## config.mk

```make
export PLATFORM = sky130hd
export DESIGN_NAME = bse_run_fifo
export DESIGN_NICKNAME = d
export VERILOG_FILES = /design/src/design/bse_pkg.sv /design/src/design/bse_run_fifo.sv
export SDC_FILE = /design/constraint.sdc
export NUM_CORES = 1
export LEC_CHECK = 0
export ABC_AREA = 1
export BUFFER_PORTS_ARGS = -buffer_cell sky130_fd_sc_hd__buf_2
export CAP_MARGIN = 20
export CORE_MARGIN = 3
export CORE_UTILIZATION = 35
export DETAILED_ROUTE_END_ITERATION = 8
export MAX_ROUTING_LAYER = met4
export PLACE_DENSITY_LB_ADDON = 0.15
export SLEW_MARGIN = 5
export SYNTH_ARGS = -nofsm -noshare
export SYNTH_HDL_FRONTEND = slang
export SYNTH_SLANG_ARGS = --single-unit
```

## constraint.sdc

```tcl
create_clock -name clock -period 4.4 [get_ports clock]
set_clock_uncertainty 0.15 [all_clocks]
set_input_delay 0.44 -clock clock [delete_from_list [all_inputs] [get_ports clock]]
set_output_delay 0.44 -clock clock [all_outputs]
set_load 0.1 [all_outputs]
```

## src/design/bse_pkg.sv

```systemverilog
// bse_pkg: shared types, codes and box geometry helpers for the box suppression engine
// no dependencies; used by the interfaces and every module of the block but bse_ram
`default_nettype none

package bse_pkg;

   localparam int COORD_W = 12;
   localparam int SIZE_W  = 13;
   localparam int EDGE_W  = 14;   // x + width
   localparam int AREA_W  = 26;   // width * height
   localparam int INTER_W = 28;   // product of the x and y edge differences
   localparam int CMP_W   = 35;   // percent-scaled overlap and union
   localparam int MINA_W  = 25;
   localparam int THR_W   = 7;
   localparam int DROP_W  = 8;
   localparam int CNT_W   = 7;    // holds counts up to the largest store size
   localparam int CSR_IDX_W  = 2;
   localparam int CSR_DATA_W = 25;
   localparam int RESULT_LIMIT = 32;
   localparam int KEPT_W      = 6;
   localparam int IOU_SCALE   = 100;
   localparam logic [MINA_W-1:0] MIN_AREA_RESET = 25'd400;
   localparam logic [THR_W-1:0]  IOU_THR_RESET  = 7'd1;

   localparam logic [1:0] CMD_CLEAR     = 2'd0;
   localparam logic [1:0] CMD_LOAD_CAND = 2'd1;
   localparam logic [1:0] CMD_LOAD_TRK  = 2'd2;
   localparam logic [1:0] CMD_RUN       = 2'd3;

   localparam logic [CSR_IDX_W-1:0] CSR_MIN_AREA = 2'd0;
   localparam logic [CSR_IDX_W-1:0] CSR_IOU_THR  = 2'd1;

   typedef struct packed {
      logic [COORD_W-1:0] x;
      logic [COORD_W-1:0] y;
      logic [SIZE_W-1:0]  w;
      logic [SIZE_W-1:0]  h;
   } box_type;

   localparam int BOX_W = $bits(box_type);

   // snapshot of the frame taken when a run beat is accepted
   typedef struct packed {
      logic [CNT_W-1:0]  ncand;
      logic [CNT_W-1:0]  ntrk;
      logic [DROP_W-1:0] dropped;
   } run_type;

   function automatic logic [AREA_W-1:0] box_area(input box_type b);
      box_area = AREA_W'(b.w) * AREA_W'(b.h);
   endfunction

   function automatic logic [INTER_W-1:0] overlap_area(input box_type a, input box_type b);
      logic [COORD_W-1:0] x1, y1;
      logic [EDGE_W-1:0]  ax2, bx2, ay2, by2, x2, y2, dx, dy;
      x1  = (a.x > b.x) ? a.x : b.x;
      y1  = (a.y > b.y) ? a.y : b.y;
      ax2 = EDGE_W'(a.x) + EDGE_W'(a.w);
      bx2 = EDGE_W'(b.x) + EDGE_W'(b.w);
      ay2 = EDGE_W'(a.y) + EDGE_W'(a.h);
      by2 = EDGE_W'(b.y) + EDGE_W'(b.h);
      x2  = (ax2 < bx2) ? ax2 : bx2;
      y2  = (ay2 < by2) ? ay2 : by2;
      dx  = x2 - EDGE_W'(x1);
      dy  = y2 - EDGE_W'(y1);
      if (x2 <= EDGE_W'(x1) || y2 <= EDGE_W'(y1)) begin
         overlap_area = '0;
      end else begin
         overlap_area = INTER_W'(dx) * INTER_W'(dy);
      end
   endfunction

endpackage

`default_nettype wire

```

## src/design/bse_run_fifo.sv

```systemverilog
// bse_run_fifo: two-entry queue of run snapshots between the front and the back
// depends on bse_pkg
`default_nettype none

module bse_run_fifo (
   input  wire logic              clock,
   input  wire logic              reset,
   input  wire logic              push,
   input  wire bse_pkg::run_type  push_data,
   input  wire logic              pop,
   output bse_pkg::run_type       pop_data,
   output logic                   full,
   output logic                   empty
);

   bse_pkg::run_type entry_ff [2];
   logic             wr_ptr_ff, rd_ptr_ff;
   logic [1:0]       count_ff;

   assign full     = count_ff == 2'd2;
   assign empty    = count_ff == 2'd0;
   assign pop_data = entry_ff[rd_ptr_ff];

   always_ff @(posedge clock) begin
      if (push) begin
         entry_ff[wr_ptr_ff] <= push_data;
      end
   end

   always_ff @(posedge clock) begin
      if (reset) begin
         wr_ptr_ff <= 1'b0;
         rd_ptr_ff <= 1'b0;
         count_ff  <= 2'd0;
      end else begin
         if (push) begin
            wr_ptr_ff <= !wr_ptr_ff;
         end
         if (pop) begin
            rd_ptr_ff <= !rd_ptr_ff;
         end
         count_ff <= count_ff + {1'b0, push} - {1'b0, pop};
      end
   end

endmodule

`default_nettype wire

```

==> impl_metrics.tcl <==
set metrics [dict create \
    rsz0062_at_grt "false" \
    p_per_area_nw_per_um2 503 \
    grt_max_degree 24 \
    crit_slowest_cell "dfxtp_1" \
    io_buffers 49 \
    dieArea_um2 6090 \
    ctsHoldBuffers 0 \
    drt_iter0_markers 55 \
    synth_area_um2 1820 \
    synth_fp_nets 127 \
    dp_hpwl_um 2070 \
    worstSetupEndpointType "output port" \
    placed_cells 214 \
    routabilityCongestion 0.678 \
    p_clk_share_pct 26.8 \
    drv_cap 0 \
    dr_total_vias 993 \
    drc 0 \
    clock-sinks 49 \
    cts_tree "done" \
    layout_min_cycle_time_ns 2.58 \
    instances_no_fill 222 \
    timing.final.hold_violations 0 \
    slew_viol_final 0 \
    antennaDiodeCount 0 \
    synth_largest_area_cell "edfxtp_1" \
    coreArea_um2 4880 \
    yosysMostFrequentCell "edfxtp_1" \
    p_int_uw 758 \
    crit_chain "mux2_2 -> buf_2" \
    syn_avg_cell_area_um2 18.3 \
    post_drt_wl_per_cell_um 13.5 \
    crit_type "flip-flop to output port" \
    seqPwrFrac_pct 48.8 \
    finalSetupTns_ns 0 \
    hp-class "primary input to flip-flop" \
    row_count 25 \
    synth_cell_types 12 \
    n_fill_cell 466 \
    max_stage_delay_ns 0.96 \
    die_w_um 78.0 \
    synth_flop_cell "edfxtp_1" \
    cts_resized 0 \
    grt_pass1_vias 1029 \
    layout-drive-gt1-share_pct 51.0 \
    startpoint_type "flip-flop" \
    critPathMaxFanout 22 \
    groute.usage.overall_pct 10.8 \
    dr.pass1.iters 4 \
    via_per_inst 4.47 \
    area_growth_pct 23.5 \
    synth_edf_count 44 \
    min_from "push_data[9]" \
    ys_seq_area_share_pct 78.3 \
    cts.path.max_buffers 2 \
    multi_input_area_um2 344 \
    fin_crit_sh_pct 58.7 \
    grt-ovfl-total 0 \
    dpl_cell_area_um2 2140 \
    outcome "finished, final reports clean" \
    fmax_ghz 0.387 \
    power_uw 1130 \
    synthTopCellsByCount "44 x edfxtp_1, 22 x mux2_2, 8 x inv_1, 8 x nor2_1, 5 x dfxtp_1" \
    finalSetupViolations 0 \
    synth_top_area_share_pct 72.8 \
    cts-root-buf "clkbuf_8" \
    final_area_um2 2240 \
    ir_worst_vdd_mv 0.192 \
    tightest_slew_ns 0.966 \
    nets 182 \
    yosys-top-cells-area "edfxtp_1 73%, mux2_2 14%, dfxtp_1 5.5%, inv_1 1.7%, nor2_1 1.7%" \
    holdWs_ns 0.182 \
    synthArstFlopShare_pct 0 \
    reg2reg_from "wr_ptr_ff$_SDFFE_PP0P_" \
    htree_num_levels 2 \
    ios 50 \
    yosysWarnings 0 \
    seqCellArea_um2 1420 \
    power.switching_uw 371 \
    path_clk_slew_ns 0.08 \
    post_cts_buffers 0 \
    ant_nets 0 \
    numCtsBuffers 5 \
    antenna_found_initial 0 \
    dieHeight_um 78.0 \
    crit_arrival_ns 1.99 \
    start_util_pct 37.2 \
    p_leak_uw 0.000876 \
    power_frac_comb_pct 24.4 \
    required_ns 3.81 \
    grt_pass1_wl_um 4840 \
    maxSlewHeadroom_pct 35.5 \
    drt_wl_total_um 3000 \
    synth_cells 99 \
    clk_latency_ns 0.29 \
    ys_ff_latch 49 \
    switching_share_pct 32.8 \
]
## layer usage
layer	part of all wire, %	GRT usage [%]
met3	4.6	2.52
met2	54	18.1
met4	2.4	6.29
met5	0	-
met1	39	11.8
## layout make-up
class | count | area share, %
flip-flops and latches | 49 | 63.4
multi-input cells | 40 | 15.3
repair buffers | 50 | 11.4
well taps | 67 | 3.74
clock buffers | 6 | 3.24
clock inverters | 2 | 1.51
inverters | 8 | 1.34
## cell families (layout without fill, tap and decap cells)
logic type | after synthesis | in the layout | synth area share, %
AO/OA/AOI/OAI | 1 | 1 | 0.275
XOR/XNOR | 1 | 1 | 0.483
adder cells (fa/ha/maj) | 2 | 2 | 1.38
buffers and inverters | 10 | 66 | 2.89
flip-flops | 49 | 49 | 78.3
multiplexers | 22 | 22 | 13.6
AND/OR/NAND/NOR | 14 | 14 | 3.03
## layout by cell type, fill, tap and decap left out
| master | count |
|---|---|
| a21oi_1 | 1 |
| buf_2 | 49 |
| buf_6 | 1 |
| bufinv_16 | 1 |
| clkbuf_1 | 1 |
| clkbuf_8 | 5 |
| clkinv_1 | 1 |
| dfxtp_1 | 5 |
| edfxtp_1 | 44 |
| ha_1 | 2 |
| inv_1 | 8 |
| mux2_2 | 22 |
| nand2_1 | 4 |
| nand3_1 | 1 |
| nor2_1 | 7 |
| nor2_2 | 1 |
| nor3_1 | 1 |
| xnor2_1 | 1 |
## power by group through the flow
stage / Clock, uW / Combinational [uW] / Sequential (uW)
6_report: 302 / 276 / 551
3_3_place_gp: 0 / 272 / 562
5_1_grt: 331 / 286 / 556
4_1_cts: 312 / 278 / 552
2_1_floorplan: 0 / 240 / 554
3_5_place_dp: 0 / 278 / 563
## worst max-delay path, delay by kind of cell (launching register included)
family	cells	cell delay (ns)
DFF	1	0.96
buffers and inverters	1	0.42
muxes	1	0.31
## path summary, 6_finish.rpt
kind                                                   to  slack [ns]  cells after the start
worst min register to register                  flip-flop        0.38                      2
worst min-delay path             entry_ff[1][9]$_DFFE_PP_        0.18                      1
worst max-delay path                          pop_data[6]        1.82                      2
worst max register to register  entry_ff[1][12]$_DFFE_PP_        2.75                      2
## state kept, by name, summed over array words and instances (netlist names), named ones only
name       count
entry_ff      44
count_ff       2
rd_ptr_ff      1
wr_ptr_ff      1
## metrics by stage
| step | setup WS [ns] | utilization (%) |
|---|---|---|
| 2_1_floorplan | 2.18 | - |
| 3_3_place_gp | 2.07 | 43.5 |
| 3_5_place_dp | 2.04 | 43.8 |
| 4_1_cts | 1.73 | 45.9 |
| 5_1_grt | 1.61 | 45.9 |
| 6_report | 1.82 | 45.9 |
(Power assumes the default switching activity.)
