[src/design/bse_pkg.sv]
// bse_pkg: shared types, codes and box geometry helpers for the box suppression engine
// no dependencies; used by the interfaces and every module of the block but bse_ram
`default_nettype none

package bse_pkg;

   localparam int COORD_W = 12;
   localparam int SIZE_W  = 13;
   localparam int EDGE_W  = 14;   // x + width
   localparam int AREA_W  = 26;   // width * height
   localparam int INTER_W = 28;   // product of the x and y edge differences
   localparam int CMP_W   = 35;   // percent-scaled overlap and union
   localparam int MINA_W  = 25;
   localparam int THR_W   = 7;
   localparam int DROP_W  = 8;
   localparam int CNT_W   = 7;    // holds counts up to the largest store size
   localparam int CSR_IDX_W  = 2;
   localparam int CSR_DATA_W = 25;
   localparam int RESULT_LIMIT = 32;
   localparam int KEPT_W      = 6;
   localparam int IOU_SCALE   = 100;
   localparam logic [MINA_W-1:0] MIN_AREA_RESET = 25'd400;
   localparam logic [THR_W-1:0]  IOU_THR_RESET  = 7'd1;

   localparam logic [1:0] CMD_CLEAR     = 2'd0;
   localparam logic [1:0] CMD_LOAD_CAND = 2'd1;
   localparam logic [1:0] CMD_LOAD_TRK  = 2'd2;
   localparam logic [1:0] CMD_RUN       = 2'd3;

   localparam logic [CSR_IDX_W-1:0] CSR_MIN_AREA = 2'd0;
   localparam logic [CSR_IDX_W-1:0] CSR_IOU_THR  = 2'd1;

   typedef struct packed {
      logic [COORD_W-1:0] x;
      logic [COORD_W-1:0] y;
      logic [SIZE_W-1:0]  w;
      logic [SIZE_W-1:0]  h;
   } box_type;

   localparam int BOX_W = $bits(box_type);

   // snapshot of the frame taken when a run beat is accepted
   typedef struct packed {
      logic [CNT_W-1:0]  ncand;
      logic [CNT_W-1:0]  ntrk;
      logic [DROP_W-1:0] dropped;
   } run_type;

   function automatic logic [AREA_W-1:0] box_area(input box_type b);
      box_area = AREA_W'(b.w) * AREA_W'(b.h);
   endfunction

   function automatic logic [INTER_W-1:0] overlap_area(input box_type a, input box_type b);
      logic [COORD_W-1:0] x1, y1;
      logic [EDGE_W-1:0]  ax2, bx2, ay2, by2, x2, y2, dx, dy;
      x1  = (a.x > b.x) ? a.x : b.x;
      y1  = (a.y > b.y) ? a.y : b.y;
      ax2 = EDGE_W'(a.x) + EDGE_W'(a.w);
      bx2 = EDGE_W'(b.x) + EDGE_W'(b.w);
      ay2 = EDGE_W'(a.y) + EDGE_W'(a.h);
      by2 = EDGE_W'(b.y) + EDGE_W'(b.h);
      x2  = (ax2 < bx2) ? ax2 : bx2;
      y2  = (ay2 < by2) ? ay2 : by2;
      dx  = x2 - EDGE_W'(x1);
      dy  = y2 - EDGE_W'(y1);
      if (x2 <= EDGE_W'(x1) || y2 <= EDGE_W'(y1)) begin
         overlap_area = '0;
      end else begin
         overlap_area = INTER_W'(dx) * INTER_W'(dy);
      end
   endfunction

endpackage

`default_nettype wire

[src/design/bse_if.sv]
// channel interfaces of the box suppression engine: request, response and register write
// depends on bse_pkg for field widths
`default_nettype none


interface bse_rsp_if;
   logic                              valid;
   logic                              ready;
   logic [bse_pkg::COORD_W-1:0]       kept_x;
   logic [bse_pkg::COORD_W-1:0]       kept_y;
   logic [bse_pkg::SIZE_W-1:0]        kept_width;
   logic [bse_pkg::SIZE_W-1:0]        kept_height;
   logic                              kept_valid;
   logic                              last_of_run;
   logic [bse_pkg::DROP_W-1:0]        dropped_count;
   modport source (output valid, kept_x, kept_y, kept_width, kept_height, kept_valid,
                   last_of_run, dropped_count, input ready);
   modport sink   (input valid, kept_x, kept_y, kept_width, kept_height, kept_valid,
                   last_of_run, dropped_count, output ready);
endinterface


`default_nettype wire

[src/design/bse_back.sv]
// bse_back: run sequencer; ranks candidates into the sorted store, then containment,
// tracker overlap and greedy iou passes, one box pair at a time; depends on bse_pkg, bse_if
`default_nettype none

module bse_back #(
   parameter int MAX_CANDIDATES = 32,
   parameter int MAX_TRACKERS   = 16
) (
   input  wire logic                                clock,
   input  wire logic                                reset,
   input  wire logic                                q_empty,
   input  wire bse_pkg::run_type                    q_data,
   output logic                                     q_pop,
   output logic                                     busy,
   input  wire logic [bse_pkg::THR_W-1:0]           iou_thr,
   output logic [$clog2(MAX_CANDIDATES)-1:0]        cand_rd_addr,
   input  wire bse_pkg::box_type                    cand_rd_data,
   output logic [(MAX_TRACKERS > 1 ? $clog2(MAX_TRACKERS) : 1)-1:0] trk_rd_addr,
   input  wire bse_pkg::box_type                    trk_rd_data,
   output logic                                     sort_wr_en,
   output logic [$clog2(MAX_CANDIDATES)-1:0]        sort_wr_addr,
   output bse_pkg::box_type                         sort_wr_data,
   output logic [$clog2(MAX_CANDIDATES)-1:0]        sort_rd_addr,
   input  wire bse_pkg::box_type                    sort_rd_data,
   bse_rsp_if.source                                rsp_bus
);

   localparam int CW  = $clog2((MAX_CANDIDATES > MAX_TRACKERS ? MAX_CANDIDATES
                                                              : MAX_TRACKERS) + 1);
   localparam int CIW = $clog2(MAX_CANDIDATES);
   localparam int TIW = MAX_TRACKERS > 1 ? $clog2(MAX_TRACKERS) : 1;

   localparam logic [3:0] S_IDLE  = 4'd0;
   localparam logic [3:0] S_A_RD  = 4'd1;
   localparam logic [3:0] S_A_CAP = 4'd2;
   localparam logic [3:0] S_J_RD  = 4'd3;
   localparam logic [3:0] S_J_C1  = 4'd4;
   localparam logic [3:0] S_J_C2  = 4'd5;
   localparam logic [3:0] S_O_END = 4'd6;
   localparam logic [3:0] S_EMIT  = 4'd7;
   localparam logic [3:0] S_FLUSH = 4'd8;

   localparam logic [1:0] PH_SORT   = 2'd0;
   localparam logic [1:0] PH_CONT   = 2'd1;
   localparam logic [1:0] PH_TRK    = 2'd2;
   localparam logic [1:0] PH_GREEDY = 2'd3;

   logic [3:0]                     state_ff, state_in;
   logic [1:0]                     phase_ff, phase_in;
   logic [CW-1:0]                  i_ff, i_in, j_ff, j_in, n_ff, n_in, nt_ff, nt_in;
   logic [CW-1:0]                  rank_ff, rank_in, outer_lim;
   logic [bse_pkg::DROP_W-1:0]     drop_ff, drop_in;
   bse_pkg::box_type               a_ff, a_in, pend_ff, pend_in, s_box, a_src;
   logic                           pend_v_ff, pend_v_in;
   logic [bse_pkg::AREA_W-1:0]     area_a_ff, area_a_in, area_s_ff, area_s_in;
   logic [bse_pkg::INTER_W-1:0]    inter_ff, inter_in, uni;
   logic [bse_pkg::CMP_W-1:0]      lhs, rhs;
   logic [MAX_CANDIDATES-1:0]      alive_ff, alive_in;
   logic [bse_pkg::KEPT_W-1:0]     kept_ff, kept_in;
   logic                           out_v_ff, out_v_in, out_free;
   bse_pkg::box_type               out_box_ff, out_box_in;
   logic                           out_kv_ff, out_kv_in, out_last_ff, out_last_in;
   logic [bse_pkg::DROP_W-1:0]     out_drop_ff, out_drop_in;

   assign busy       = state_ff != S_IDLE;
   assign outer_lim  = (phase_ff == PH_TRK) ? nt_ff : n_ff;
   assign out_free   = !out_v_ff || rsp_bus.ready;

   assign cand_rd_addr = (state_ff == S_A_RD) ? i_ff[CIW-1:0] : j_ff[CIW-1:0];
   assign sort_rd_addr = (state_ff == S_A_RD) ? i_ff[CIW-1:0] : j_ff[CIW-1:0];
   assign trk_rd_addr  = TIW'(i_ff);
   assign sort_wr_en   = state_ff == S_O_END && phase_ff == PH_SORT;
   assign sort_wr_addr = rank_ff[CIW-1:0];
   assign sort_wr_data = a_ff;

   assign a_src = (phase_ff == PH_SORT) ? cand_rd_data :
                  (phase_ff == PH_TRK)  ? trk_rd_data  : sort_rd_data;
   assign s_box = (phase_ff == PH_SORT) ? cand_rd_data : sort_rd_data;

   assign uni = bse_pkg::INTER_W'(area_a_ff) + bse_pkg::INTER_W'(area_s_ff) - inter_ff;
   assign lhs = bse_pkg::CMP_W'(inter_ff) * bse_pkg::CMP_W'(bse_pkg::IOU_SCALE);
   assign rhs = bse_pkg::CMP_W'(iou_thr) * bse_pkg::CMP_W'(uni);

   assign q_pop = state_ff == S_IDLE && !q_empty;

   assign rsp_bus.valid         = out_v_ff;
   assign rsp_bus.kept_x        = out_box_ff.x;
   assign rsp_bus.kept_y        = out_box_ff.y;
   assign rsp_bus.kept_width    = out_box_ff.w;
   assign rsp_bus.kept_height   = out_box_ff.h;
   assign rsp_bus.kept_valid    = out_kv_ff;
   assign rsp_bus.last_of_run   = out_last_ff;
   assign rsp_bus.dropped_count = out_drop_ff;

   always_comb begin
      state_in    = state_ff;
      phase_in    = phase_ff;
      i_in        = i_ff;
      j_in        = j_ff;
      n_in        = n_ff;
      nt_in       = nt_ff;
      rank_in     = rank_ff;
      drop_in     = drop_ff;
      a_in        = a_ff;
      area_a_in   = area_a_ff;
      area_s_in   = area_s_ff;
      inter_in    = inter_ff;
      alive_in    = alive_ff;
      pend_in     = pend_ff;
      pend_v_in   = pend_v_ff;
      kept_in     = kept_ff;
      out_v_in    = out_v_ff && !rsp_bus.ready;
      out_box_in  = out_box_ff;
      out_kv_in   = out_kv_ff;
      out_last_in = out_last_ff;
      out_drop_in = out_drop_ff;

      case (state_ff)
         S_IDLE: begin
            if (!q_empty) begin
               n_in      = CW'(q_data.ncand);
               nt_in     = CW'(q_data.ntrk);
               drop_in   = q_data.dropped;
               alive_in  = '1;
               phase_in  = PH_SORT;
               i_in      = '0;
               pend_v_in = 1'b0;
               kept_in   = '0;
               state_in  = S_A_RD;
            end
         end
         S_A_RD: begin
            if (i_ff >= outer_lim) begin
               i_in = '0;
               case (phase_ff)
                  PH_SORT:   phase_in = PH_CONT;
                  PH_CONT:   phase_in = PH_TRK;
                  PH_TRK:    phase_in = PH_GREEDY;
                  default:   state_in = S_FLUSH;
               endcase
            end else if ((phase_ff == PH_CONT || phase_ff == PH_GREEDY)
                         && !alive_ff[i_ff[CIW-1:0]]) begin
               i_in = i_ff + 1'b1;
            end else begin
               state_in = S_A_CAP;
            end
         end
         S_A_CAP: begin
            a_in      = a_src;
            area_a_in = bse_pkg::box_area(a_src);
            rank_in   = '0;
            j_in      = (phase_ff == PH_SORT || phase_ff == PH_TRK) ? '0 : i_ff + 1'b1;
            state_in  = S_J_RD;
         end
         S_J_RD: begin
            if (j_ff >= n_ff) begin
               state_in = S_O_END;
            end else if (phase_ff != PH_SORT && !alive_ff[j_ff[CIW-1:0]]) begin
               j_in = j_ff + 1'b1;
            end else begin
               state_in = S_J_C1;
            end
         end
         S_J_C1: begin
            inter_in  = bse_pkg::overlap_area(a_ff, s_box);
            area_s_in = bse_pkg::box_area(s_box);
            state_in  = S_J_C2;
         end
         S_J_C2: begin
            case (phase_ff)
               PH_SORT: begin
                  // stable descending order: larger areas, then equal areas loaded earlier
                  if (area_s_ff > area_a_ff || (area_s_ff == area_a_ff && j_ff < i_ff)) begin
                     rank_in = rank_ff + 1'b1;
                  end
               end
               PH_CONT: begin
                  if (inter_ff == bse_pkg::INTER_W'(area_s_ff)) begin
                     alive_in[j_ff[CIW-1:0]] = 1'b0;
                  end
               end
               PH_TRK: begin
                  if (inter_ff != '0) begin
                     alive_in[j_ff[CIW-1:0]] = 1'b0;
                  end
               end
               default: begin
                  if (inter_ff != '0 && lhs > rhs) begin
                     alive_in[j_ff[CIW-1:0]] = 1'b0;
                  end
               end
            endcase
            j_in     = j_ff + 1'b1;
            state_in = S_J_RD;
         end
         S_O_END: begin
            i_in     = i_ff + 1'b1;
            state_in = S_A_RD;
            if (phase_ff == PH_GREEDY && kept_ff < bse_pkg::KEPT_W'(bse_pkg::RESULT_LIMIT)) begin
               kept_in = kept_ff + 1'b1;
               if (pend_v_ff) begin
                  // the previous kept box goes out once a later one is known
                  i_in     = i_ff;
                  state_in = S_EMIT;
               end else begin
                  pend_in   = a_ff;
                  pend_v_in = 1'b1;
               end
            end
         end
         S_EMIT: begin
            if (out_free) begin
               out_v_in    = 1'b1;
               out_box_in  = pend_ff;
               out_kv_in   = 1'b1;
               out_last_in = 1'b0;
               out_drop_in = drop_ff;
               pend_in     = a_ff;
               i_in        = i_ff + 1'b1;
               state_in    = S_A_RD;
            end
         end
         S_FLUSH: begin
            if (out_free) begin
               out_v_in    = 1'b1;
               out_box_in  = pend_v_ff ? pend_ff : '0;
               out_kv_in   = pend_v_ff;
               out_last_in = 1'b1;
               out_drop_in = drop_ff;
               state_in    = S_IDLE;
            end
         end
         default: begin
            state_in = S_IDLE;
         end
      endcase
   end

   always_ff @(posedge clock) begin
      if (reset) begin
         state_ff  <= S_IDLE;
         out_v_ff  <= 1'b0;
         pend_v_ff <= 1'b0;
      end else begin
         state_ff  <= state_in;
         out_v_ff  <= out_v_in;
         pend_v_ff <= pend_v_in;
      end
   end

   always_ff @(posedge clock) begin
      phase_ff    <= phase_in;
      i_ff        <= i_in;
      j_ff        <= j_in;
      n_ff        <= n_in;
      nt_ff       <= nt_in;
      rank_ff     <= rank_in;
      drop_ff     <= drop_in;
      a_ff        <= a_in;
      area_a_ff   <= area_a_in;
      area_s_ff   <= area_s_in;
      inter_ff    <= inter_in;
      alive_ff    <= alive_in;
      pend_ff     <= pend_in;
      kept_ff     <= kept_in;
      out_box_ff  <= out_box_in;
      out_kv_ff   <= out_kv_in;
      out_last_ff <= out_last_in;
      out_drop_ff <= out_drop_in;
   end

endmodule

`default_nettype wire

[src/flat_wrapper.sv]
// flat-port wrapper written by rule: the top's interface ports become plain ports
module bse_back_flat 
#(
   parameter int MAX_CANDIDATES = 32,
   parameter int MAX_TRACKERS   = 16
)
  (clock, reset, q_empty, q_data, q_pop, busy, iou_thr, cand_rd_addr, cand_rd_data, trk_rd_addr, trk_rd_data, sort_wr_en, sort_wr_addr, sort_wr_data, sort_rd_addr, sort_rd_data, rsp_bus_valid, rsp_bus_kept_x, rsp_bus_kept_y, rsp_bus_kept_width, rsp_bus_kept_height, rsp_bus_kept_valid, rsp_bus_last_of_run, rsp_bus_dropped_count, rsp_bus_ready);
  bse_rsp_if rsp_bus_i ();
  input  wire logic clock;
  input  wire logic reset;
  input  wire logic q_empty;
  input  wire bse_pkg::run_type q_data;
  output logic q_pop;
  output logic busy;
  input  wire logic [bse_pkg::THR_W-1:0] iou_thr;
  output logic [$clog2(MAX_CANDIDATES)-1:0] cand_rd_addr;
  input  wire bse_pkg::box_type cand_rd_data;
  output logic [(MAX_TRACKERS > 1 ? $clog2(MAX_TRACKERS) : 1)-1:0] trk_rd_addr;
  input  wire bse_pkg::box_type trk_rd_data;
  output logic sort_wr_en;
  output logic [$clog2(MAX_CANDIDATES)-1:0] sort_wr_addr;
  output bse_pkg::box_type sort_wr_data;
  output logic [$clog2(MAX_CANDIDATES)-1:0] sort_rd_addr;
  input  wire bse_pkg::box_type sort_rd_data;
  output wire logic [$bits(rsp_bus_i.valid)-1:0] rsp_bus_valid;
  output wire logic [$bits(rsp_bus_i.kept_x)-1:0] rsp_bus_kept_x;
  output wire logic [$bits(rsp_bus_i.kept_y)-1:0] rsp_bus_kept_y;
  output wire logic [$bits(rsp_bus_i.kept_width)-1:0] rsp_bus_kept_width;
  output wire logic [$bits(rsp_bus_i.kept_height)-1:0] rsp_bus_kept_height;
  output wire logic [$bits(rsp_bus_i.kept_valid)-1:0] rsp_bus_kept_valid;
  output wire logic [$bits(rsp_bus_i.last_of_run)-1:0] rsp_bus_last_of_run;
  output wire logic [$bits(rsp_bus_i.dropped_count)-1:0] rsp_bus_dropped_count;
  input wire logic [$bits(rsp_bus_i.ready)-1:0] rsp_bus_ready;
  assign rsp_bus_valid = rsp_bus_i.valid;
  assign rsp_bus_kept_x = rsp_bus_i.kept_x;
  assign rsp_bus_kept_y = rsp_bus_i.kept_y;
  assign rsp_bus_kept_width = rsp_bus_i.kept_width;
  assign rsp_bus_kept_height = rsp_bus_i.kept_height;
  assign rsp_bus_kept_valid = rsp_bus_i.kept_valid;
  assign rsp_bus_last_of_run = rsp_bus_i.last_of_run;
  assign rsp_bus_dropped_count = rsp_bus_i.dropped_count;
  assign rsp_bus_i.ready = rsp_bus_ready;
  bse_back #(.MAX_CANDIDATES(MAX_CANDIDATES), .MAX_TRACKERS(MAX_TRACKERS)) u_core (.clock(clock), .reset(reset), .q_empty(q_empty), .q_data(q_data), .q_pop(q_pop), .busy(busy), .iou_thr(iou_thr), .cand_rd_addr(cand_rd_addr), .cand_rd_data(cand_rd_data), .trk_rd_addr(trk_rd_addr), .trk_rd_data(trk_rd_data), .sort_wr_en(sort_wr_en), .sort_wr_addr(sort_wr_addr), .sort_wr_data(sort_wr_data), .sort_rd_addr(sort_rd_addr), .sort_rd_data(sort_rd_data), .rsp_bus(rsp_bus_i));
endmodule
[config.mk]
export PLATFORM = sky130hd
export DESIGN_NAME = bse_back_flat
export DESIGN_NICKNAME = d
export VERILOG_FILES = /design/src/design/bse_pkg.sv /design/src/design/bse_if.sv /design/src/design/bse_back.sv /design/src/flat_wrapper.sv
export SDC_FILE = /design/constraint.sdc
export NUM_CORES = 2
export LEC_CHECK = 0
export BUFFER_PORTS_ARGS = -buffer_cell sky130_fd_sc_hd__clkbuf_2
export CORE_ASPECT_RATIO = 1.25
export CORE_MARGIN = 2
export CORE_UTILIZATION = 45
export DETAILED_ROUTE_END_ITERATION = 10
export PLACE_DENSITY = 0.67
export SYNTH_ARGS = -nofsm -noshare
export SYNTH_HDL_FRONTEND = slang
export SYNTH_SLANG_ARGS = --single-unit
[constraint.sdc]
create_clock -name clock -period 30.5 [get_ports clock]
set_input_delay 4.575 -clock clock [delete_from_list [all_inputs] [get_ports clock]]
set_output_delay 4.575 -clock clock [all_outputs]
set_load 0.02 [all_outputs]
==> flow_summary.yaml <==
clock_network:
  cts_buffers: 37
  root_buffer: "clkbuf_16"
  clock-sinks: 323
  cts_buffer_depth: 3
  clkTransAtPathRegs_ns: 0.06
  htree_levels: 2
  ctsResizeCount: 0
  ctsHoldBuffers: 0
  postCtsSetupBuffers: 0
  worstSkewPairLatency_ns: 0.58
  cts_tree: "yes"
timing:
  final_hold_viol_count: 0
  post-route-period-util_pct: 56.0
  rsz0062_at_grt: "no"
  min_period_ns: 17.06
  clock-skew-final_ns: 0.0365
  slew_headroom_pct: 16.7
  timing.fmax_mhz: 58.6
  tightest_slew_ns: 1.25
  setup_tns_ns: 0
  setup_viol: 0
  drv_slew: 0
die:
  io_pins: 316
  chipHeight_microns: 373
  start_util_pct: 45.3
  core_sq_mm: 0.108
  rows: 135
  die_w_microns: 299
  dieArea_sq_mm: 0.112
yosys:
  netlist_top_cells_area: "fa_1 (22%), edfxtp_1 (19%), ha_1 (17%), inv_1 (6.8%), nand2_1 (4.7%)"
  synth-xor-area-share_pct: 4.52
  synthAdderAreaFrac_pct: 38.8
  syn_area_per_cell_sq_um: 9.12
  yosys.area_share.simple_pct: 15.2
  ys_types: 88
  syn_inst: 5375
  synth_edf_count: 317
  synth_top_cell_by_area: "fa_1"
  synthArstFlopShare_pct: 0
  synth_area_sq_mm: 0.0490
  synth_compound_area_share_pct: 11.0
  synthMuxAreaShare_pct: 2.67
  ys_ff_latch: 323
  synth_top_family_by_area: "adder cells"
  synth_seq_area_share_pct: 19.7
  synth_top_area_share_pct: 22.2
  synthFlopType: "edfxtp_1"
  synth_nets: 6754
  ys_warn_count: 0
route:
  drtIter0Drc: 2186
  drc: 0
  firstDrtPassIters: 6
  wl_per_cell_microns: 18.3
  vias_per_cell: 5.34
  ant_nets: 0
  wirelength_microns: 130000
  vias: 38000
flow_run:
  max-cap-violations: 0
global_routing:
  antenna_found_initial: 1
  grt_pass1_wl_microns: 207000
  grt_pass1_vias: 39000
  grt_max_degree: 63
  grt_use_total_pct: 23.3
  grt_overflow: 0
worst_setup_path:
  critPathMaxFanout: 27
  arrival_ns: 17.45
  r2r-start: "u_core.phase_ff[0]$_SDFFCE_PN0P_"
  ff2ff_path_depth: 53
  cp_slowest_cell: "xnor2_1"
  worstPathRequired_ns: 30.89
  crit_path_start_kind: "primary input"
  critical_path_class: "primary input to flip-flop"
  r2r_setup_slack_ns: 15.76
  critPathMaxStageDelay_ns: 0.84
  cp-end-kind: "flip-flop"
  r2r_end: "u_core.inter_ff[26]$_SDFFCE_PP0P_"
  cp_common_cell: "fa_1"
placement:
  place.detailed.hpwl_microns: 109000
  port_buffers: 313
  place.gp.congestion: 0.914
worst_hold_path:
  hold_path_class: "flip-flop to flip-flop"
  min_to: "u_core.rsp_bus.dropped_count[2]$_DFFE_PP_"
  whs_path_depth: 0
  hold_start: "u_core.drop_ff[2]$_DFFE_PP_"
status:
  run_status: "complete, no violations"
finish:
  n_antenna_cell: 0
  nFillCells: 10100
  syn_to_final_growth_pct: 9.33
  nets: 7020
  drive_gt1_share_pct: 9.05
placed cells by master (no fill, tap or decap), types with 10 or more instances in the layout:
cell type and instances:
inv_1 889, ha_1 651, nand2_1 619, fa_1 543, nor2_1 369, edfxtp_1 317
clkbuf_2 313, a21oi_1 220, o21ai_0 204, and2_1 174, xnor2_1 171, nor2b_1 111
a21o_1 99, mux2i_1 86, xor2_1 77, buf_4 65, o21a_1 63, nand3_1 63
nand2b_1 62, nor3_1 61, nand4_1 45, clkbuf_16 38, o21bai_1 36, o21ai_1 31
a31oi_1 29, and3_1 19, or3_1 18, mux4_2 18, clkinv_1 17, a211oi_1 16
or2_2 13, o211ai_1 13, nor4_1 11, o2111ai_1 11, o31ai_1 10
worst max path at each step:
stage	from	endpoint	slack (ns)	depth (start not counted)
after detailed placement	cand_rd_data[15]	u_core.inter_ff[26]$_SDFFCE_PP0P_	12.94	52
final	cand_rd_data[15]	u_core.inter_ff[26]$_SDFFCE_PP0P_	13.44	52
after global placement	cand_rd_data[0]	u_core.inter_ff[26]$_SDFFCE_PP0P_	13.13	49
after CTS	cand_rd_data[15]	u_core.inter_ff[26]$_SDFFCE_PP0P_	13.47	52
after floorplan	cand_rd_data[14]	u_core.inter_ff[26]$_SDFFCE_PP0P_	14.37	51
after global routing	cand_rd_data[15]	u_core.inter_ff[26]$_SDFFCE_PP0P_	12.66	52
per-stage QoR:
stage / cells / hold slack, ns / utilization, % / cell area [sq um] / setup WS [ns]
6_report: 7107 / 0.420 / 49.5 / 53600 / 13.44
5_1_grt: 7107 / 0.430 / 49.5 / 53600 / 12.66
4_1_cts: 7107 / 0.420 / 49.5 / 53600 / 13.47
3_5_place_dp: 7040 / 0.405 / 48.4 / 52400 / 12.94
3_3_place_gp: 7040 / 0.401 / 48.4 / 52400 / 13.13
2_1_floorplan: 5375 / 0.400 / - / 49000 / 14.37
flip-flops by register name, indices dropped and copies added (netlist names), 13 cells and up:
register / cells
u_core.alive_ff: 32
u_core.area_a_ff: 26
u_core.area_s_ff: 26
u_core.inter_ff: 28
u_core.pend_ff: 50
u_core.rsp_bus.kept_height: 13
u_core.rsp_bus.kept_width: 13
u_core.sort_wr_data: 50
cell usage after synthesis, types with 13 or more instances:
master / instances
o21ai_0: 225
o21bai_1: 36
a31oi_1: 29
or3_1: 18
nand2b_1: 62
a211oi_1: 16
nand4_1: 45
buf_4: 13
o21a_1: 63
xor2_1: 77
nand2_1: 619
nor3_1: 62
mux2i_1: 86
nand3_1: 63
o211ai_1: 13
clkbuf_1: 129
xnor2_1: 174
o21ai_1: 13
and3_1: 19
edfxtp_1: 317
a21o_1: 99
nor2b_1: 111
nor2_1: 372
and2_1: 175
fa_1: 543
or2_2: 13
inv_1: 889
a21oi_1: 221
ha_1: 653
mux4_2: 18
per-layer routing:
layer	GRT usage (%)	wire, microns	vias up
met3	2.30	5010	279
met2	42.1	65800	915
met5	0	0	-
li1	-	-	18200
met1	27.6	52100	18600
met4	11.4	7180	0
critical path: cells and delay by family:
family,cells,cell delay [ns]
AO/OA/AOI/OAI,25,4.62
AND/OR/NAND/NOR,8,1.48
adder cells (fa/ha/maj),10,4.62
buffers and inverters,7,1.12
XOR/XNOR,2,1.03
final cells by class:
type | count | area, sq um | share of cell area, %
Multi-Input combinational cell | 4000 | 35500 | 66.2
Sequential cell | 323 | 9640 | 18.0
Inverter | 901 | 3380 | 6.31
Timing Repair Buffer | 378 | 2050 | 3.83
Tap cell | 1438 | 1800 | 3.36
Clock buffer | 43 | 970 | 1.81
Clock inverter | 24 | 274 | 0.511
cell families (layout without fill, tap and decap cells):
kind of cell | Yosys count | count (layout)
simple gates | 1602 | 1602
fa+ha+maj | 1196 | 1196
buf+inv | 1052 | 1346
compound gates | 842 | 842
flops | 323 | 323
xor+xnor | 252 | 252
mux | 108 | 108
Power is not shown: default switching activity piles up to over one toggle a cycle in this logic, so the estimate is an artifact.
