### config.mk
export PLATFORM = sky130hd
export DESIGN_NAME = bse_front_flat
export DESIGN_NICKNAME = d
export VERILOG_FILES = /design/src/design/bse_pkg.sv /design/src/design/bse_if.sv /design/src/design/bse_front.sv /design/src/flat_wrapper.sv
export SDC_FILE = /design/constraint.sdc
export NUM_CORES = 1
export LEC_CHECK = 0
export BUFFER_PORTS_ARGS = -buffer_cell sky130_fd_sc_hd__buf_2
export CAP_MARGIN = 20
export CORE_MARGIN = 5
export CORE_UTILIZATION = 30
export CTS_BUF_LIST = sky130_fd_sc_hd__clkbuf_2
export DETAILED_ROUTE_END_ITERATION = 6
export SLEW_MARGIN = 40
export SYNTH_ARGS = -nofsm -noshare
export SYNTH_HDL_FRONTEND = slang
export SYNTH_SLANG_ARGS = --single-unit
### constraint.sdc
create_clock -name clock -period 8.1 [get_ports clock]
set_input_delay 0.81 -clock clock [delete_from_list [all_inputs] [get_ports clock]]
set_output_delay 0.81 -clock clock [all_outputs]
set_load 0.02 [all_outputs]
### src/design/bse_pkg.sv
// bse_pkg: shared types, codes and box geometry helpers for the box suppression engine
// no dependencies; used by the interfaces and every module of the block but bse_ram
`default_nettype none

package bse_pkg;

   localparam int COORD_W = 12;
   localparam int SIZE_W  = 13;
   localparam int EDGE_W  = 14;   // x + width
   localparam int AREA_W  = 26;   // width * height
   localparam int INTER_W = 28;   // product of the x and y edge differences
   localparam int CMP_W   = 35;   // percent-scaled overlap and union
   localparam int MINA_W  = 25;
   localparam int THR_W   = 7;
   localparam int DROP_W  = 8;
   localparam int CNT_W   = 7;    // holds counts up to the largest store size
   localparam int CSR_IDX_W  = 2;
   localparam int CSR_DATA_W = 25;
   localparam int RESULT_LIMIT = 32;
   localparam int KEPT_W      = 6;
   localparam int IOU_SCALE   = 100;
   localparam logic [MINA_W-1:0] MIN_AREA_RESET = 25'd400;
   localparam logic [THR_W-1:0]  IOU_THR_RESET  = 7'd1;

   localparam logic [1:0] CMD_CLEAR     = 2'd0;
   localparam logic [1:0] CMD_LOAD_CAND = 2'd1;
   localparam logic [1:0] CMD_LOAD_TRK  = 2'd2;
   localparam logic [1:0] CMD_RUN       = 2'd3;

   localparam logic [CSR_IDX_W-1:0] CSR_MIN_AREA = 2'd0;
   localparam logic [CSR_IDX_W-1:0] CSR_IOU_THR  = 2'd1;

   typedef struct packed {
      logic [COORD_W-1:0] x;
      logic [COORD_W-1:0] y;
      logic [SIZE_W-1:0]  w;
      logic [SIZE_W-1:0]  h;
   } box_type;

   localparam int BOX_W = $bits(box_type);

   // snapshot of the frame taken when a run beat is accepted
   typedef struct packed {
      logic [CNT_W-1:0]  ncand;
      logic [CNT_W-1:0]  ntrk;
      logic [DROP_W-1:0] dropped;
   } run_type;

   function automatic logic [AREA_W-1:0] box_area(input box_type b);
      box_area = AREA_W'(b.w) * AREA_W'(b.h);
   endfunction

   function automatic logic [INTER_W-1:0] overlap_area(input box_type a, input box_type b);
      logic [COORD_W-1:0] x1, y1;
      logic [EDGE_W-1:0]  ax2, bx2, ay2, by2, x2, y2, dx, dy;
      x1  = (a.x > b.x) ? a.x : b.x;
      y1  = (a.y > b.y) ? a.y : b.y;
      ax2 = EDGE_W'(a.x) + EDGE_W'(a.w);
      bx2 = EDGE_W'(b.x) + EDGE_W'(b.w);
      ay2 = EDGE_W'(a.y) + EDGE_W'(a.h);
      by2 = EDGE_W'(b.y) + EDGE_W'(b.h);
      x2  = (ax2 < bx2) ? ax2 : bx2;
      y2  = (ay2 < by2) ? ay2 : by2;
      dx  = x2 - EDGE_W'(x1);
      dy  = y2 - EDGE_W'(y1);
      if (x2 <= EDGE_W'(x1) || y2 <= EDGE_W'(y1)) begin
         overlap_area = '0;
      end else begin
         overlap_area = INTER_W'(dx) * INTER_W'(dy);
      end
   endfunction

endpackage

`default_nettype wire

### src/design/bse_if.sv
// channel interfaces of the box suppression engine: request, response and register write
// depends on bse_pkg for field widths
`default_nettype none

interface bse_req_if;
   logic                              valid;
   logic                              ready;
   logic [1:0]                        command;
   logic [bse_pkg::COORD_W-1:0]       box_x;
   logic [bse_pkg::COORD_W-1:0]       box_y;
   logic [bse_pkg::SIZE_W-1:0]        box_width;
   logic [bse_pkg::SIZE_W-1:0]        box_height;
   modport source (output valid, command, box_x, box_y, box_width, box_height, input ready);
   modport sink   (input valid, command, box_x, box_y, box_width, box_height, output ready);
endinterface


interface bse_csr_if;
   logic                              valid;
   logic                              ready;
   logic [bse_pkg::CSR_IDX_W-1:0]     index;
   logic [bse_pkg::CSR_DATA_W-1:0]    data;
   modport source (output valid, index, data, input ready);
   modport sink   (input valid, index, data, output ready);
endinterface

`default_nettype wire

### src/design/bse_front.sv
// bse_front: accepts request beats, holds the registers and counts, loads the box stores
// and queues run beats; depends on bse_pkg and bse_if
`default_nettype none

module bse_front #(
   parameter int MAX_CANDIDATES = 32,
   parameter int MAX_TRACKERS   = 16
) (
   input  wire logic                                clock,
   input  wire logic                                reset,
   bse_req_if.sink                                  req_bus,
   bse_csr_if.sink                                  csr_bus,
   input  wire logic                                q_full,
   input  wire logic                                q_empty,
   input  wire logic                                back_busy,
   output logic                                     q_push,
   output bse_pkg::run_type                         q_data,
   output logic                                     cand_wr_en,
   output logic [$clog2(MAX_CANDIDATES)-1:0]        cand_wr_addr,
   output logic                                     trk_wr_en,
   output logic [(MAX_TRACKERS > 1 ? $clog2(MAX_TRACKERS) : 1)-1:0] trk_wr_addr,
   output bse_pkg::box_type                         box_data,
   output logic [bse_pkg::THR_W-1:0]                iou_thr
);

   localparam int CCW = $clog2(MAX_CANDIDATES + 1);
   localparam int TCW = $clog2(MAX_TRACKERS + 1);
   localparam int CIW = $clog2(MAX_CANDIDATES);
   localparam int TIW = MAX_TRACKERS > 1 ? $clog2(MAX_TRACKERS) : 1;

   logic [CCW-1:0]                ncand_ff, ncand_in;
   logic [TCW-1:0]                ntrk_ff, ntrk_in;
   logic [bse_pkg::DROP_W-1:0]    drop_ff, drop_in;
   logic [bse_pkg::MINA_W-1:0]    min_area_ff;
   logic [bse_pkg::THR_W-1:0]     thr_ff;
   logic                          accept;
   logic                          big_enough;

   assign csr_bus.ready = 1'b1;

   always_comb begin
      box_data.x = req_bus.box_x;
      box_data.y = req_bus.box_y;
      box_data.w = req_bus.box_width;
      box_data.h = req_bus.box_height;
   end

   // loads and clears wait until the back has finished with the stores
   assign req_bus.ready = (req_bus.command == bse_pkg::CMD_RUN) ? !q_full
                                                                 : (q_empty && !back_busy);
   assign accept     = req_bus.valid && req_bus.ready;
   assign big_enough = bse_pkg::box_area(box_data) >= bse_pkg::AREA_W'(min_area_ff);

   assign cand_wr_en   = accept && req_bus.command == bse_pkg::CMD_LOAD_CAND && big_enough
                         && ncand_ff < CCW'(MAX_CANDIDATES);
   assign cand_wr_addr = ncand_ff[CIW-1:0];
   assign trk_wr_en    = accept && req_bus.command == bse_pkg::CMD_LOAD_TRK
                         && ntrk_ff < TCW'(MAX_TRACKERS);
   assign trk_wr_addr  = TIW'(ntrk_ff);
   assign iou_thr      = thr_ff;

   assign q_push        = accept && req_bus.command == bse_pkg::CMD_RUN;
   assign q_data.ncand  = bse_pkg::CNT_W'(ncand_ff);
   assign q_data.ntrk   = bse_pkg::CNT_W'(ntrk_ff);
   assign q_data.dropped = drop_ff;

   always_comb begin
      ncand_in = ncand_ff;
      ntrk_in  = ntrk_ff;
      drop_in  = drop_ff;
      if (accept) begin
         case (req_bus.command)
            bse_pkg::CMD_CLEAR: begin
               ncand_in = '0;
               ntrk_in  = '0;
               drop_in  = '0;
            end
            bse_pkg::CMD_LOAD_CAND: begin
               if (cand_wr_en) begin
                  ncand_in = ncand_ff + 1'b1;
               end else if (big_enough && drop_ff != '1) begin
                  drop_in = drop_ff + 1'b1;
               end
            end
            bse_pkg::CMD_LOAD_TRK: begin
               if (trk_wr_en) begin
                  ntrk_in = ntrk_ff + 1'b1;
               end
            end
            default: begin
            end
         endcase
      end
   end

   always_ff @(posedge clock) begin
      if (reset) begin
         ncand_ff    <= '0;
         ntrk_ff     <= '0;
         drop_ff     <= '0;
         min_area_ff <= bse_pkg::MIN_AREA_RESET;
         thr_ff      <= bse_pkg::IOU_THR_RESET;
      end else begin
         ncand_ff <= ncand_in;
         ntrk_ff  <= ntrk_in;
         drop_ff  <= drop_in;
         if (csr_bus.valid) begin
            if (csr_bus.index == bse_pkg::CSR_MIN_AREA) begin
               min_area_ff <= csr_bus.data;
            end else if (csr_bus.index == bse_pkg::CSR_IOU_THR) begin
               thr_ff <= csr_bus.data[bse_pkg::THR_W-1:0];
            end
         end
      end
   end

endmodule

`default_nettype wire

### src/flat_wrapper.sv
// flat-port wrapper written by rule: the top's interface ports become plain ports
module bse_front_flat 
#(
   parameter int MAX_CANDIDATES = 32,
   parameter int MAX_TRACKERS   = 16
)
  (clock, reset, q_full, q_empty, back_busy, q_push, q_data, cand_wr_en, cand_wr_addr, trk_wr_en, trk_wr_addr, box_data, iou_thr, req_bus_valid, req_bus_command, req_bus_box_x, req_bus_box_y, req_bus_box_width, req_bus_box_height, req_bus_ready, csr_bus_valid, csr_bus_index, csr_bus_data, csr_bus_ready);
  bse_req_if req_bus_i ();
  bse_csr_if csr_bus_i ();
  input  wire logic clock;
  input  wire logic reset;
  input  wire logic q_full;
  input  wire logic q_empty;
  input  wire logic back_busy;
  output logic q_push;
  output bse_pkg::run_type q_data;
  output logic cand_wr_en;
  output logic [$clog2(MAX_CANDIDATES)-1:0] cand_wr_addr;
  output logic trk_wr_en;
  output logic [(MAX_TRACKERS > 1 ? $clog2(MAX_TRACKERS) : 1)-1:0] trk_wr_addr;
  output bse_pkg::box_type box_data;
  output logic [bse_pkg::THR_W-1:0] iou_thr;
  input wire logic [$bits(req_bus_i.valid)-1:0] req_bus_valid;
  input wire logic [$bits(req_bus_i.command)-1:0] req_bus_command;
  input wire logic [$bits(req_bus_i.box_x)-1:0] req_bus_box_x;
  input wire logic [$bits(req_bus_i.box_y)-1:0] req_bus_box_y;
  input wire logic [$bits(req_bus_i.box_width)-1:0] req_bus_box_width;
  input wire logic [$bits(req_bus_i.box_height)-1:0] req_bus_box_height;
  output wire logic [$bits(req_bus_i.ready)-1:0] req_bus_ready;
  input wire logic [$bits(csr_bus_i.valid)-1:0] csr_bus_valid;
  input wire logic [$bits(csr_bus_i.index)-1:0] csr_bus_index;
  input wire logic [$bits(csr_bus_i.data)-1:0] csr_bus_data;
  output wire logic [$bits(csr_bus_i.ready)-1:0] csr_bus_ready;
  assign req_bus_i.valid = req_bus_valid;
  assign req_bus_i.command = req_bus_command;
  assign req_bus_i.box_x = req_bus_box_x;
  assign req_bus_i.box_y = req_bus_box_y;
  assign req_bus_i.box_width = req_bus_box_width;
  assign req_bus_i.box_height = req_bus_box_height;
  assign req_bus_ready = req_bus_i.ready;
  assign csr_bus_i.valid = csr_bus_valid;
  assign csr_bus_i.index = csr_bus_index;
  assign csr_bus_i.data = csr_bus_data;
  assign csr_bus_ready = csr_bus_i.ready;
  bse_front #(.MAX_CANDIDATES(MAX_CANDIDATES), .MAX_TRACKERS(MAX_TRACKERS)) u_core (.clock(clock), .reset(reset), .req_bus(req_bus_i), .csr_bus(csr_bus_i), .q_full(q_full), .q_empty(q_empty), .back_busy(back_busy), .q_push(q_push), .q_data(q_data), .cand_wr_en(cand_wr_en), .cand_wr_addr(cand_wr_addr), .trk_wr_en(trk_wr_en), .trk_wr_addr(trk_wr_addr), .box_data(box_data), .iou_thr(iou_thr));
endmodule
==> results of run 1 <==
-- metrics by stage --
step / std cells / total power [mW] / util
global route: 1503 / 4.35 / 0.344
finish: 1504 / 3.88 / 0.344
detailed placement: 1494 / 3.27 / 0.332
floorplan: 1054 / 2.57 / -
global placement: 1493 / 3.25 / 0.331
CTS: 1501 / 3.45 / 0.334
-- cell usage after synthesis, types with 10 or more instances --
| master | n |
|---|---|
| buf_4 | 63 |
| inv_1 | 185 |
| xnor2_1 | 16 |
| ha_1 | 99 |
| nand3_1 | 14 |
| dfxtp_1 | 51 |
| a21oi_1 | 48 |
| fa_1 | 121 |
| clkbuf_1 | 38 |
| mux2i_1 | 10 |
| and2_1 | 102 |
| o21ai_0 | 17 |
| nand2_1 | 134 |
| nor2_1 | 34 |
-- routing by layer --
metal | vias to the layer above | track usage | part of all wire
met5 | - | 0 | 0.0032
met4 | 12 | 0.0207 | 0.013
met3 | 29 | 0.0278 | 0.059
met2 | 191 | 0.204 | 0.44
met1 | 3335 | 0.191 | 0.49
li1 | 3366 | - | -
-- registers in the layout (all words and copies together) (netlist names) --
signal              count
u_core.min_area_ff     25
u_core.drop_ff          8
u_core.iou_thr          7
u_core.ncand_ff         6
u_core.ntrk_ff          5
-- cell usage in the layout (no fill, tap or decap), types with 4 or more instances in the layout --
| cell | synthesis | layout |
|---|---|---|
| ha_1 | 99 | 88 |
| a21oi_1 | 48 | 45 |
| xor2_1 | 5 | 5 |
| nor2b_1 | 4 | 4 |
| and2_4 | 1 | 8 |
| a211o_1 | 7 | 7 |
| conb_1 | 2 | 4 |
| fa_1 | 121 | 117 |
| nor2_1 | 34 | 34 |
| ha_4 | 0 | 10 |
| buf_2 | 1 | 115 |
| a31oi_1 | 7 | 6 |
| nand3_1 | 14 | 14 |
| o21ai_1 | 0 | 4 |
| dfxtp_1 | 51 | 51 |
| nand2_1 | 134 | 132 |
| fa_2 | 0 | 4 |
| o21ai_0 | 17 | 12 |
| and2_1 | 102 | 95 |
| or3_1 | 4 | 4 |
| a21oi_2 | 2 | 4 |
| nor3_1 | 7 | 6 |
| a21o_1 | 7 | 7 |
| o211ai_1 | 7 | 7 |
| buf_4 | 63 | 42 |
| inv_1 | 185 | 182 |
| mux2i_1 | 10 | 10 |
| clkbuf_2 | 0 | 6 |
| nand2b_1 | 6 | 6 |
| xnor2_1 | 16 | 16 |
| and3_1 | 6 | 6 |
| nor4_1 | 4 | 4 |
-- final cells by class --
class / count / area (um^2) / share of cell area
timing repair buffer: 162 / 952 / 0.0960
clock buffer: 6 / 30.0 / 0.00303
antenna: 1 / 2.50 / 0.000252
multi-input combinational: 714 / 6710 / 0.676
clock inverter: 1 / 30.0 / 0.00303
sequential: 51 / 1020 / 0.103
inverter: 185 / 694 / 0.0700
tap: 384 / 480 / 0.0485
-- logic make-up (layout without fill, tap and decap cells) --
group,Yosys count,count (layout),synth area share
AO/OA/AOI/OAI,127,127,0.0965
adder cells (fa/ha/maj),220,220,0.415
multiplexers,10,10,0.0114
other,2,5,0.000852
buffers and inverters,289,354,0.151
AND/OR/NAND/NOR,332,332,0.188
flip-flops,51,51,0.116
XOR/XNOR,21,21,0.0209
-- critical path: cells and delay by family --
| kind | cells | cell delay (ps) |
|---|---|---|
| compound gates | 6 | 680 |
| xor+xnor | 1 | 140 |
| fa+ha+maj | 7 | 3160 |
| buf+inv | 8 | 890 |
| simple gates | 7 | 1400 |
-- timing repair --
| item | CTS | global route |
|---|---|---|
| setup endpoints to repair | 0 | 1 |
| gates resized for setup | 0 | 66 |
| setup buffers | 0 | 2 |
| hold buffers | 0 | 0 |
-- worst max path at each step --
stage	slack, ps	start	depth (start not counted)	endpoint
final	180	req_bus_box_width[10]	29	cand_wr_en
after global routing	-40	req_bus_box_width[10]	29	cand_wr_en
after CTS	20	req_bus_box_width[7]	26	cand_wr_en
after detailed placement	70	req_bus_box_width[7]	26	cand_wr_en
after global placement	70	req_bus_box_width[6]	29	cand_wr_en
after floorplan	90	req_bus_box_width[7]	28	cand_wr_en
-- power by group through the flow --
stage | logic, mW | clock network [mW] | registers (mW)
finish | 3.48 | 0.132 | 0.263
global route | 3.93 | 0.149 | 0.265
CTS | 3.05 | 0.138 | 0.264
detailed placement | 3.00 | 0 | 0.268
global placement | 2.98 | 0 | 0.268
floorplan | 2.30 | 0 | 0.271
==> metrics.txt, run 1 <==
drt first pass iters 6; Fmax 126 MHz; CTS tree done; CP max stage cell fa_2; WHS 472 ps; Slew headroom 0.624; DRT antenna net count 0; num ports approximately 180; Layout area overhead 12.5%; Final Setup Violations 0; detailed-placement wirelength estimate between 15000 and 20000 um; CTS sink count 51; pin count of the biggest net entering global routing 29; CTS Buffer Depth 2; setup TNS 0 ps; Net count, final 1425; mapped cell area 8810 um^2; Slew Limit Fails 0; CTS Root Cell clkbuf_2; initial antenna violation count 6; Worst Hold End u_core.min_area_ff[11]$_SDFFE_PP0P_; Yosys cell types 64; hold path cells 2; Vias between 6000 and 7000; critical path fanouts, max 6; async set-reset flop share out of synthesis 0; FILL cells 3024; worst vdd ir ~0.28 mV; critical path type in -> out; Min Clock Period, post-route between 7000 and 8000 ps; Hold Fails Final Rpt 0; vias per cell 4.61; WL final 21500 um; sw frac 0.506; Clock transition at path regs between 200 and 250 ps; synthesized flop and latch total 51; Congestion Overflow GR 0; Internal Pwr Total between 1.5 and 2 mW; Max Cap Violations 0; Clk pwr share 0.034; cells after synthesis 1052; CP startpoint kind input pin; DR iter-0 viols 377; row count 62; CP peak stage delay roughly 560 ps; Place WS 71.6 ps; HP Class reg -> reg; first-pass GRT wire length roughly 37000 um; Cell Pwr Density about 390 nW/um^2; Die Ht 181 um; GPL Wtd Cong 0.888; status completed; RR Endpoint u_core.ncand_ff[5]$_SDFFE_PP0P_; sequential fraction of the synthesis area 0.116; EDFF count, synth 0; synth warn 0; CTS buffer count 5; Worst-Skew Late Latency 450 ps; Synth area leader fa_1; power share of the combinational group 0.898; register share of total power 0.068; Finished Cell Area 9920 um^2; skew final 46.1 ps; NetSw 1.96 mW; Reg-to-Reg Start u_core.min_area_ff[5]$_SDFFE_PP0P_; Tightest Pin Transition 559 ps; Post-synth top flop dfxtp_1; Post-DP Area 9580 um^2; reg2reg setup slack 5430 ps; largest cells by area after synthesis fa_1, ha_1, dfxtp_1; layout cell share with drive strength beyond 1 0.199; core area 28900 um^2; PnR worst setup slack 180 ps; crit path DAT 7110 ps; fin crit share 0.978; initial core utilization 0.305; critical path required time 7290 ps; Critical Path Sink Type primary output; Tot GR Track Use 0.131; r2r worst-path depth 11; syn_area_per_cell 8.38 um^2; top cell type's share of synthesized area 0.275; DIE AREA 32900 um^2; start point of the worst hold path u_core.min_area_ff[11]$_SDFFE_PP0P_; H-tree levels 2; die width 181 um; Residual DRC 0; # port buffers 126; via count of the first global-routing pass 7338; Wirelength per Cell around 14 um; leakage around 4.9 nW
No activity file was read; power rests on OpenSTA's default activity.
==> run 2, diff against run 1 <==
--- a/config.mk
+++ b/config.mk
@@ -11,6 +11,7 @@
 export CORE_UTILIZATION = 30
 export CTS_BUF_LIST = sky130_fd_sc_hd__clkbuf_2
 export DETAILED_ROUTE_END_ITERATION = 6
+export RECOVER_POWER = 50
 export SLEW_MARGIN = 40
 export SYNTH_ARGS = -nofsm -noshare
 export SYNTH_HDL_FRONTEND = slang
==> metrics.txt, run 2 (synthesis gave the netlist of run 1 again) <==
status completed; Residual DRC 0; CTS tree done; Internal Pwr Total 1.92 mW; Clock transition at path regs 230 ps; critical path fanouts, max 6; PnR worst setup slack roughly 180 ps; hold path cells 2; critical path type in -> out; Reg-to-Reg Start u_core.min_area_ff[5]$_SDFFE_PP0P_; Final Setup Violations 0; Max Cap Violations 0; CP startpoint kind input pin; HP Class reg -> reg; crit path DAT 7110 ps; H-tree levels 2; Congestion Overflow GR 0; GR Util met1 0.191; r2r worst-path depth 11; WL final 21500 um; Tightest Pin Transition approximately 1200 ps; # hold bufs at CTS 0; max reg flops 25; CTS Root Cell clkbuf_2; Min Clock Period, post-route around 7900 ps; global-route met2 utilization 0.204; register share of total power 0.068; CP peak stage delay 560 ps; reg2reg setup slack 5430 ps; RR Endpoint u_core.ncand_ff[5]$_SDFFE_PP0P_; critical path required time roughly 7300 ps; initial antenna violation count 6; layout cell share with drive strength beyond 1 0.185; total power just under 4 mW; leakage roughly 4.8 nW; CTS sink count 51; CTS buffer count 5; pin count of the biggest net entering global routing 29; Hold Fails Final Rpt 0; Vias 6925; core area 28900 um^2; DIE AREA 32900 um^2; Finished Cell Area 9890 um^2; Place WS 71.6 ps; start point of the worst hold path u_core.min_area_ff[12]$_SDFFE_PP0P_; detailed-placement wirelength estimate 18000 um; Net count, final approximately 1400; first-pass GRT wire length 36600 um; worst vdd ir 0.275 mV; DR iter-0 viols 376; CTS Buffer Depth 2; Cell Pwr Density ~390 nW/um^2; most common cell after layout, fill and taps aside inv_1; # port buffers roughly 130; Worst-Skew Late Latency 450 ps; fin crit share 0.977; num ports 179; Post-DP Area 9580 um^2; Slew Limit Fails 0; DRT antenna net count 0; via count of the first global-routing pass 7338; Slew headroom 0.220; initial core utilization 0.305; row count 62; Die Ht 181 um; Fmax around 130 MHz; vias per cell between 4 and 5; Tot GR Track Use 0.131; Clk pwr share 0.034; Critical Path Sink Type primary output; Most flops, register u_core.min_area_ff; NetSw ~2 mW; sw frac 0.506; Worst Hold End u_core.min_area_ff[12]$_SDFFE_PP0P_; drt first pass iters 4; Layout area overhead 12.2%; power share of the combinational group 0.898; skew final 48.3 ps; CP max stage cell fa_2; most frequent cells in the layout inv_1, nand2_1, fa_1, buf_2, and2_1; GPL Wtd Cong 0.888; GR peak layer met2; met3 global-route usage 0.0278; Wirelength per Cell 14.3 um; die width 181 um
run 2: cell types whose count changed in the layout (fill, tap and decap cells not counted):
cell | previous run | this run
nor3b_1 | 1 | 2
buf_2 | 115 | 101
nor3b_2 | 1 | 0
clkbuf_1 | 0 | 15
buf_4 | 42 | 41
run 2: cell type report:
class / count / area (um^2)
tap: 384 / 480
fill: 3032 / 19000
clock buffer: 6 / 30.0
timing repair buffer: 162 / 931
inverter: 185 / 694
sequential: 51 / 1020
clock inverter: 1 / 30.0
multi-input combinational: 714 / 6700
antenna: 1 / 2.50
run 2: worst max-delay path by stage:
stage                               start          to  slack, ps  cells after the start
CTS                  req_bus_box_width[7]  cand_wr_en         20                     26
global route        req_bus_box_width[10]  cand_wr_en        -40                     29
floorplan            req_bus_box_width[7]  cand_wr_en         90                     28
detailed placement   req_bus_box_width[7]  cand_wr_en         70                     26
finish              req_bus_box_width[10]  cand_wr_en        180                     29
global placement     req_bus_box_width[6]  cand_wr_en         70                     29
run 2: repair_timing:
item	4_1_cts	5_1_grt
resized for setup	0	66
buffers inserted	0	2
endpoints found under the hold margin	0	0
setup endpoints to repair	0	1
run 2: critical path: cells and delay by family:
| kind | cells | cell delay, ps |
|---|---|---|
| AO/OA/AOI/OAI | 6 | 680 |
| XOR/XNOR | 1 | 140 |
| adder cells (fa/ha/maj) | 7 | 3160 |
| AND/OR/NAND/NOR | 7 | 1400 |
| buffers and inverters | 8 | 890 |
run 2: stage by stage:
step	instances	hold WS, ps	TNS (ps)	util
global placement	1493	444	0	0.331
CTS	1501	477	0	0.334
floorplan	1054	436	0	-
finish	1504	472	0	0.343
detailed placement	1494	450	0	0.332
global route	1503	498	-43.6	0.343
run 2: power by group through the flow:
stage	Clock, mW	Combinational, mW	Sequential (mW)
final	0.132	3.48	0.263
after global routing	0.149	3.93	0.265
after CTS	0.138	3.05	0.264
after detailed placement	0	3.00	0.268
after global placement	0	2.98	0.268
after floorplan	0	2.30	0.271
run 2: routing by layer:
metal	part of all wire	routed length (um)
met5	0.0032	68
met3	0.059	1270
met2	0.44	9430
met1	0.49	10400
met4	0.013	281
==> run 3, diff against run 2 <==
--- a/config.mk
+++ b/config.mk
@@ -8,7 +8,7 @@
 export BUFFER_PORTS_ARGS = -buffer_cell sky130_fd_sc_hd__buf_2
 export CAP_MARGIN = 20
 export CORE_MARGIN = 5
-export CORE_UTILIZATION = 30
+export CORE_UTILIZATION = 40
 export CTS_BUF_LIST = sky130_fd_sc_hd__clkbuf_2
 export DETAILED_ROUTE_END_ITERATION = 6
 export RECOVER_POWER = 50
==> metrics.txt, run 3 (synthesis gave the netlist of run 1 again) <==
WHS 468 ps; # port buffers 126; WL final 20200 um; Tot GR Track Use 0.163; CTS buffer count 5; Congestion Overflow GR 0; via count of the first global-routing pass 6830; Critical Path Sink Type primary output; initial core utilization 0.405; Clock transition at path regs 210 ps; Final Setup Violations 0; first-pass GRT wire length 33900 um; critical path fanouts, max 8; Worst-Skew Late Latency 440 ps; worst vdd ir 0.287 mV; Slew Limit Fails 0; Wirelength per Cell 14.5 um; Hold Fails Final Rpt 0; NetSw between 1.5 and 2 mW; Slew headroom 0.234; row count 54; CP max stage cell fa_1; Most flops, register u_core.min_area_ff; max reg flops 25; most common cell after layout, fill and taps aside inv_1; CTS Buffer Depth 2; CP startpoint kind input pin; DRT antenna net count 0; Post-DP Area 9360 um^2; most frequent cells in the layout inv_1, nand2_1, fa_1, buf_2, and2_1; status completed; GPL Wtd Cong 0.899; # hold bufs at CTS 0; CTS Root Cell clkbuf_2; detailed-placement wirelength estimate 16900 um; total power 3.75 mW; Residual DRC 0; CTS tree done; sw frac 0.503; num ports 179; CP peak stage delay about 540 ps; H-tree levels 2; Die Ht 158 um; Finished Cell Area 9780 um^2; drt first pass iters 4; Max Cap Violations 0; Fmax 127 MHz; core area roughly 22000 um^2; layout cell share with drive strength beyond 1 0.187; Min Clock Period, post-route 7860 ps; initial antenna violation count 1; critical path type in -> out; Tightest Pin Transition between 1000 and 1500 ps; Cell Pwr Density 384 nW/um^2; critical path required time 7290 ps; register share of total power 0.070; Layout area overhead 11.0%; FF+latch area ~1000 um^2; Clk pwr share 0.027; pin count of the biggest net entering global routing 47; Vias 6824; setup TNS 0 ps; die width 158 um; CTS sink count approximately 50; leakage about 4.8 nW; DR iter-0 viols 240; most used cell, CP fa_1; skew final between 20 and 30 ps; number of antenna repair diodes 0; vias per cell 4.89; Net count, final 1420; crit path DAT 7050 ps; FILL cells 2202; HP Class reg -> reg; area of the multi-input gates 6750 um^2; fin crit share 0.971; Internal Pwr Total 1.87 mW; power share of the combinational group 0.903; DIE AREA between 20000 and 30000 um^2
[run 3: cell count changes in the layout (fill, tap and decap cells not counted), sizes merged]
cell    delta
clkinv     +1
buf        -4
diode      -1
bufinv     -1
[run 3: metrics by stage]
step	util	instances	setup WS [ps]
6_report	0.450	1395	235
5_1_grt	0.450	1395	-5.06
4_1_cts	0.432	1389	2.76
3_5_place_dp	0.430	1381	34.4
3_3_place_gp	0.430	1381	110
2_1_floorplan	-	1054	93.5
[run 3: power groups by stage]
stage	sequential [mW]	combinational, mW	clock (mW)
global route	0.264	3.87	0.118
finish	0.263	3.39	0.102
global placement	0.268	2.92	0
detailed placement	0.268	2.93	0
floorplan	0.271	2.30	0
CTS	0.263	2.97	0.109
[run 3: worst max-delay path, delay by kind of cell]
| kind | cells | cell delay (ps) |
|---|---|---|
| adders and majority gates | 7 | 3160 |
| xor gates and xnor gates | 1 | 140 |
| buffers and inverters | 7 | 720 |
| and+or+nand+nor | 6 | 1000 |
| AOI/OAI and AO/OA | 8 | 1230 |
[run 3: layout make-up]
class | count | area share
clock buffer | 7 | 0.00358
clock inverter | 1 | 0.000512
inverter | 185 | 0.0713
multi-input combinational | 714 | 0.691
sequential | 51 | 0.104
tap | 280 | 0.0358
timing repair buffer | 157 | 0.0939
[run 3: path summary, 6_finish.rpt]
kind         cells after the start                           startpoint                             endpoint  slack [ps]
max                             29                req_bus_box_height[2]                           cand_wr_en         240
min                              2  u_core.min_area_ff[24]$_SDFFE_PP0P_  u_core.min_area_ff[24]$_SDFFE_PP0P_         470
max reg2reg                     11   u_core.min_area_ff[5]$_SDFFE_PP0P_      u_core.ncand_ff[5]$_SDFFE_PP0P_        5420
min reg2reg                      2  u_core.min_area_ff[24]$_SDFFE_PP0P_  u_core.min_area_ff[24]$_SDFFE_PP0P_         470
[run 3: repair_timing]
action	CTS	global route
endpoints found under the setup margin	1	1
buffers inserted	0	6
gates resized for setup	1	93
pin swaps	0	39
[run 3: layer usage]
metal  track usage  part of all wire
met5             0           0.00099
met1         0.249              0.50
met4        0.0248            0.0099
met2         0.249              0.43
met3        0.0258             0.061
